**config.mk**
```make
export PLATFORM = sky130hd
export DESIGN_NAME = hkvm_hash
export DESIGN_NICKNAME = d
export VERILOG_FILES = /design/src/rtl/hkvm_pkg.sv /design/src/rtl/hkvm_hash.sv
export SDC_FILE = /design/constraint.sdc
export NUM_CORES = 1
export LEC_CHECK = 0
export ABC_AREA = 1
export BUFFER_PORTS_ARGS = -buffer_cell sky130_fd_sc_hd__buf_2
export CORE_ASPECT_RATIO = 1.25
export CORE_UTILIZATION = 50
export CTS_CLUSTER_DIAMETER = 40
export CTS_CLUSTER_SIZE = 40
export DETAILED_ROUTE_END_ITERATION = 7
export PLACE_DENSITY = 0.69
export SYNTH_ARGS = -nofsm -noshare
export SYNTH_HDL_FRONTEND = slang
export SYNTH_SLANG_ARGS = --single-unit
```
**constraint.sdc**
```tcl
create_clock -name clock -period 6.8 [get_ports clock]
set_clock_uncertainty 0.05 [all_clocks]
set_input_delay 0.34 -clock clock [delete_from_list [all_inputs] [get_ports clock]]
set_output_delay 0.34 -clock clock [all_outputs]
set_load 0.01 [all_outputs]
```
**src/rtl/hkvm_pkg.sv**
```systemverilog
`default_nettype none
package hkvm_pkg;
   localparam int KEY_W = 32;
   localparam int VAL_W = 63;

   localparam logic [1:0] OP_LOOKUP = 2'd0;
   localparam logic [1:0] OP_INSERT = 2'd1;
   localparam logic [1:0] OP_DELETE = 2'd2;

   localparam logic [1:0] ST_OK   = 2'd0;
   localparam logic [1:0] ST_MISS = 2'd1;
   localparam logic [1:0] ST_DUP  = 2'd2;
   localparam logic [1:0] ST_FULL = 2'd3;

   localparam logic [0:0] CSR_BUCKET_COUNT = 1'd0;
   localparam logic [0:0] CSR_HASH_MULT    = 1'd1;

   localparam logic [31:0] HASH_ADD   = 32'd78;
   localparam logic [31:0] HASH_PRIME = 32'h7FFF_FFFF;

   typedef struct packed {
      logic [1:0]       req_type;
      logic [KEY_W-1:0] key;
      logic [VAL_W-1:0] value;
   } req_type;

   typedef struct packed {
      logic [1:0]       status;
      logic [VAL_W-1:0] value_out;
   } rsp_type;

   typedef struct packed {
      logic [1:0]       op;
      logic [KEY_W-1:0] key;
      logic [VAL_W-1:0] value;
   } job_type;
endpackage
`default_nettype wire

```
**src/rtl/hkvm_hash.sv**
```systemverilog
`default_nettype none
// Bucket index: multiply, add, fold mod 2^31-1, then restoring mod n.
module hkvm_hash #(
   parameter int BUCKETS = 256
) (
   input  wire logic                 clock,
   input  wire logic                 reset,
   input  wire logic                 start,
   input  wire logic [31:0]          key,
   input  wire logic [31:0]          mult,
   input  wire logic [8:0]           bucket_count,
   output logic                      done,
   output logic [$clog2(BUCKETS)-1:0] bucket
);
   import hkvm_pkg::*;
   localparam int BW = $clog2(BUCKETS);
   localparam int NW = BW + 1;
   localparam int CW = $clog2(32);
   localparam logic [1:0] S_IDLE = 2'd0;
   localparam logic [1:0] S_MUL  = 2'd1;
   localparam logic [1:0] S_FOLD = 2'd2;
   localparam logic [1:0] S_DIV  = 2'd3;

   logic [1:0]    state_ff, state_in;
   logic [31:0]   prod_ff, prod_in;
   logic [31:0]   h_ff, h_in;
   logic [NW-1:0] rem_ff, rem_in;
   logic [CW-1:0] cnt_ff, cnt_in;
   logic [NW-1:0] div_ff, div_in;
   logic          done_ff, done_in;
   logic [NW-1:0] n_sat;
   logic [NW:0]   trial;
   logic [31:0]   h_fold;

   always_comb begin
      if (bucket_count == 9'd0) n_sat = NW'(1);
      else if ({23'd0, bucket_count} > 32'(BUCKETS)) n_sat = NW'(BUCKETS);
      else n_sat = NW'(bucket_count);
   end

   assign trial = {rem_ff, h_ff[31]};
   // 2^31 == 1 mod 2^31-1: add the top bit back into the low 31 bits
   assign h_fold = {1'b0, h_ff[30:0]} + {31'd0, h_ff[31]};

   always_comb begin
      state_in = state_ff;
      prod_in  = prod_ff;
      h_in     = h_ff;
      rem_in   = rem_ff;
      cnt_in   = cnt_ff;
      div_in   = div_ff;
      done_in  = 1'b0;
      unique case (state_ff)
         S_IDLE: begin
            if (start) begin
               prod_in  = mult * key;
               div_in   = n_sat;
               state_in = S_MUL;
            end
         end
         S_MUL: begin
            h_in     = prod_ff + HASH_ADD;
            state_in = S_FOLD;
         end
         S_FOLD: begin
            if (h_fold >= HASH_PRIME) h_in = h_fold - HASH_PRIME;
            else h_in = h_fold;
            rem_in   = '0;
            cnt_in   = '0;
            state_in = S_DIV;
         end
         S_DIV: begin
            if (trial >= {1'b0, div_ff}) rem_in = NW'(trial - {1'b0, div_ff});
            else rem_in = NW'(trial);
            h_in   = {h_ff[30:0], 1'b0};
            cnt_in = cnt_ff + 1'b1;
            if (cnt_ff == CW'(31)) begin
               done_in  = 1'b1;
               state_in = S_IDLE;
            end
         end
         default: state_in = S_IDLE;
      endcase
   end

   always_ff @(posedge clock) begin
      if (reset) begin
         state_ff <= S_IDLE;
         done_ff  <= 1'b0;
      end else begin
         state_ff <= state_in;
         done_ff  <= done_in;
      end
      prod_ff <= prod_in;
      h_ff    <= h_in;
      rem_ff  <= rem_in;
      cnt_ff  <= cnt_in;
      div_ff  <= div_in;
   end

   assign done   = done_ff;
   assign bucket = BW'(rem_ff);
endmodule
`default_nettype wire

```
# Yosys cells after proc, flatten, opt, wreduce, memory -nomap -nowiden
# Index checks and enable logic that the tools add are counted.
# totals
elab_cells	42
input_bits	76
reg_bits	90
# classes
magnitude_cmp	3
n_mux	10
addsub	5
n_eq_ne	6
n_mul	1
n_reduce_logical	8
bitwise_logic	1
# ops
cell	count
32-bit case mux with 3 select lines	1
31-bit by 1-bit adder with 32-bit output	1
32-bit by 7-bit adder with 32-bit output (second input constant)	1
32-bit by 31-bit greater-or-equal comparator with 1-bit output (second input constant)	1
32-bit by 32-bit multiplier with 32-bit output	1
32-bit 2-to-1 mux	1
32-bit by 31-bit subtractor with 32-bit output (second input constant)	1
9-bit 2-to-1 mux	2
9-bit case mux with 2 select lines	1
10-bit by 9-bit greater-or-equal comparator with 1-bit output	1
5-bit case mux with 2 select lines	1
9-bit greater-than comparator (second input constant)	1
9-bit zero test	1
9-bit subtractor	1
2-bit case mux with 4 select lines	1
5-bit by 1-bit adder with 5-bit output (second input constant)	1
5-bit == test (second input constant)	1
2-bit == test (second input constant)	2
2-bit 2-to-1 mux	2
2-bit != test (second input constant)	2
2-bit AND reduction	2
2-bit OR reduction	2
3-bit nonzero test	1
2-bit by 1-bit == test with 1-bit output (second input constant)	1
other kinds (4)	4

# Logic depth before layout (Yosys ltp)
# depth
word_depth	4
ltp_mapped	31
mapped_depth_nobuf	29

# Worst setup path after synthesis
# OpenSTA, ideal clock, no wires.
# synth_path
kind	input to register
start	input port mult[12]
end	register prod_ff[31], data pin
path_buffers	2
path_slack_ps	65
arrival_ps	6433
path_stages	26
setup_ps	252
cell_sequence	clkbuf_1 buf_1 nand2_1 fa_1 inv_1 fa_1 fa_1 fa_1 inv_1 fa_1 inv_1 fa_1 fa_1 inv_1 fa_1 inv_1 ha_1 a21o_1 a21oi_1 nor2_1 a211oi_1 o21ai_0 a21oi_1 inv_1 nand2_1 nand2_1
# synth_via
elab_chain_len	1
# synth_lines
element	line_no	text
start, declared	hkvm_hash.sv:10	input wire logic [31:0] mult,
32-bit by 32-bit multiplier with 32-bit output	hkvm_hash.sv:56	prod_in = mult * key;
end signal, assigned	hkvm_hash.sv:94	prod_ff <= prod_in;
end, declared	hkvm_hash.sv:25	logic [31:0] prod_ff, prod_in;
# Every way passes these cells.
# A chain may end at the register's enable or synchronous reset.

# Worst setup path after layout
# layout_path
start	input port mult[8]
end	register prod_ff[31], data pin
# The elaborated chain is that of the path after synthesis.

==> out/qor.yml <==
global_routing:
  grt_max_degree: 43
  antenna_found_initial: 2
  first_global_vias: 20800
  grt-ovfl-total: 0
  grt_usage_pct: 29.0
  grt_pass1_wl_mm: 106
clock_tree:
  clock_path_buffers: 2
  numCtsBuffers: 9
  cts_root_buf: "clkbuf_16"
  cts_setup_buffers: 0
  htreeDepth: 3
  cts_tree: "built"
  insertion_delay_ps: 350
  clock-sinks: 90
  clkTransAtPathRegs_ps: 80
  postCtsHoldBufs: 0
setup_path:
  critPathKind: "in2reg"
  cp_max_fo: 14
  crit_path_start_kind: "input port"
  arrival_ps: 6540
  required_ps: 6870
  cp-end-kind: "flop"
  worstRegToRegCells: 16
status:
  failed_checks: "DRC"
  outcome: "finished, violations left"
synthesis:
  postSynthAreaPerCell_um2: 7.41
  ys_seq_area_share_pct: 11.6
  ys_top_cells_by_area: "fa_1, inv_1, nand2_1"
  syn_inst: 3112
  syn-num-nets: 3741
  yosys.area.top_type: "fa_1"
  yosys_warnings: 0
  yosysMostFrequentCell: "inv_1"
  yosys_most_used_dff: "edfxtp_1"
  yosysTopAreaCellShare_pct: 35.5
  syn_area_um2: 23100
  synth_edf_count: 87
  ys_seq_elements: 90
  synthTopCellsByCount: "inv_1, nand2_1, fa_1"
  ys_types: 44
  synth-async-reset-ratio_pct: 0
cells_and_area:
  layout.nets: 3849
  nFillCells: 4281
  syn_to_final_growth_pct: 9.49
  layout-drive-gt1-share_pct: 8.43
  fin_area_um2: 25300
  instances_no_fill: 3805
floorplan:
  io-pin-count: 85
  die_width_um: 194
  placementRows: 87
  die_h_um: 242
  start_util_pct: 50.9
  coreArea_um2: 45300
  fp.dieArea_um2: 47000
routing:
  wire_per_inst_um: 17.3
  dr.first_iter.drc_count: 1088
  viasPerCell: 5.13
  routed_wirelength_mm: 65.9
  first_pass_iters: 8
  dr_total_vias: 19500
  drt.antenna.violating_nets: 0
  drc: 1
sta:
  hold_viol: 0
  period_needed_ps: 6470
  rsz0062_at_grt: "no"
  slew_headroom_pct: 27.9
  final-setup-viol-count: 0
  finalCritPeriodShare_pct: 95.2
  tightest_slew_ps: 1080
  fmax_mhz: 155
  setup_tns_ps: 0
  drv_slew: 0
place:
  place.gp.congestion: 0.959
  dp.cells: 3787
  numPortBuffers: 84
  dp_hpwl_mm: 56.7
  place_area_um2: 25000
flow_run:
  max_cap_viol_count: 0
min_path:
  hold_path_depth: 2
  hold_class: "in2reg"
-- cell type report --
cell class	count	area, um^2	area share (%)
Sequential cell	90	2670	10.6
Inverter	909	3410	13.5
Antenna cell	2	5.00	0.0198
Tap cell	578	723	2.86
Clock buffer	9	225	0.892
Clock inverter	7	52.6	0.208
Timing Repair Buffer	224	1700	6.73
Multi-Input combinational cell	1986	16500	65.2
-- what timing repair did --
| item | in CTS | in global routing |
|---|---|---|
| setup endpoints to repair | 0 | 1 |
| resized for setup | 0 | 1 |
| hold endpoints to repair | 0 | 0 |
-- metal layers --
metal	GRT usage [%]	wire length [um]	vias up
li1	-	-	9206
met1	30.1	22600	9501
met2	54.6	35400	602
met3	2.07	2360	223
met4	21.7	5560	0
met5	0	0	-
-- final timing paths --
check,startpoint,end,slack (ps)
max,mult[8],prod_ff[31],330
min,reset,done,130
max reg2reg,h_ff[31],h_ff[6],3210
min reg2reg,state_ff[1],state_ff[1],510
-- logic make-up (layout without fill, tap and decap cells) --
logic type / after synthesis / count (layout) / share of synthesized area, %
fa+ha+maj: 553 / 553 / 43.3
buf+inv: 1036 / 1149 / 17.0
simple gates: 1198 / 1198 / 21.4
other cells: 0 / 2 / 0
xor+xnor: 68 / 68 / 2.58
flops: 90 / 90 / 11.6
compound gates: 167 / 167 / 4.11
-- flip-flops by register name, summed over array words and instances, names as in the netlist --
signal    flops
cnt_ff        5
div_ff        9
done          1
h_ff         32
prod_ff      32
rem_ff        9
state_ff      2
-- critical path, cell delays in order --
cell and delay (ps):
buf_2 160, buf_4 270, nand2_1 90, inv_1 80
fa_1 460, fa_1 540, inv_1 60, fa_1 410
fa_1 530, fa_1 640, inv_1 80, fa_1 450
fa_1 490, inv_1 60, fa_1 480, inv_1 40
ha_1 290, a21oi_1 210, o21ai_0 150, a211oi_1 240
o21ai_0 120, a21oi_1 170, inv_1 60, nand2_1 60
nand2_1 50
-- through the flow --
step / worst slack (ps) / hold WS (ps) / utilization (%)
global route: 51.9 / 139 / 55.8
CTS: 278 / 125 / 55.7
global placement: -110 / 470 / 55.1
floorplan: 64.5 / 362 / -
detailed placement: -91.8 / 487 / 55.1
finish: 328 / 132 / 55.8
-- cell usage in the layout, fill, tap and decap left out, drive strengths merged, types with 50 or more instances in the layout --
| master | n |
|---|---|
| ha | 144 |
| a21oi | 74 |
| nand2 | 888 |
| buf | 223 |
| edfxtp | 87 |
| inv | 911 |
| nand3 | 118 |
| xor2 | 50 |
| fa | 409 |
| nor2 | 123 |
Power is not shown: default switching activity piles up to over one toggle a cycle in this logic, so the estimate is an artifact.
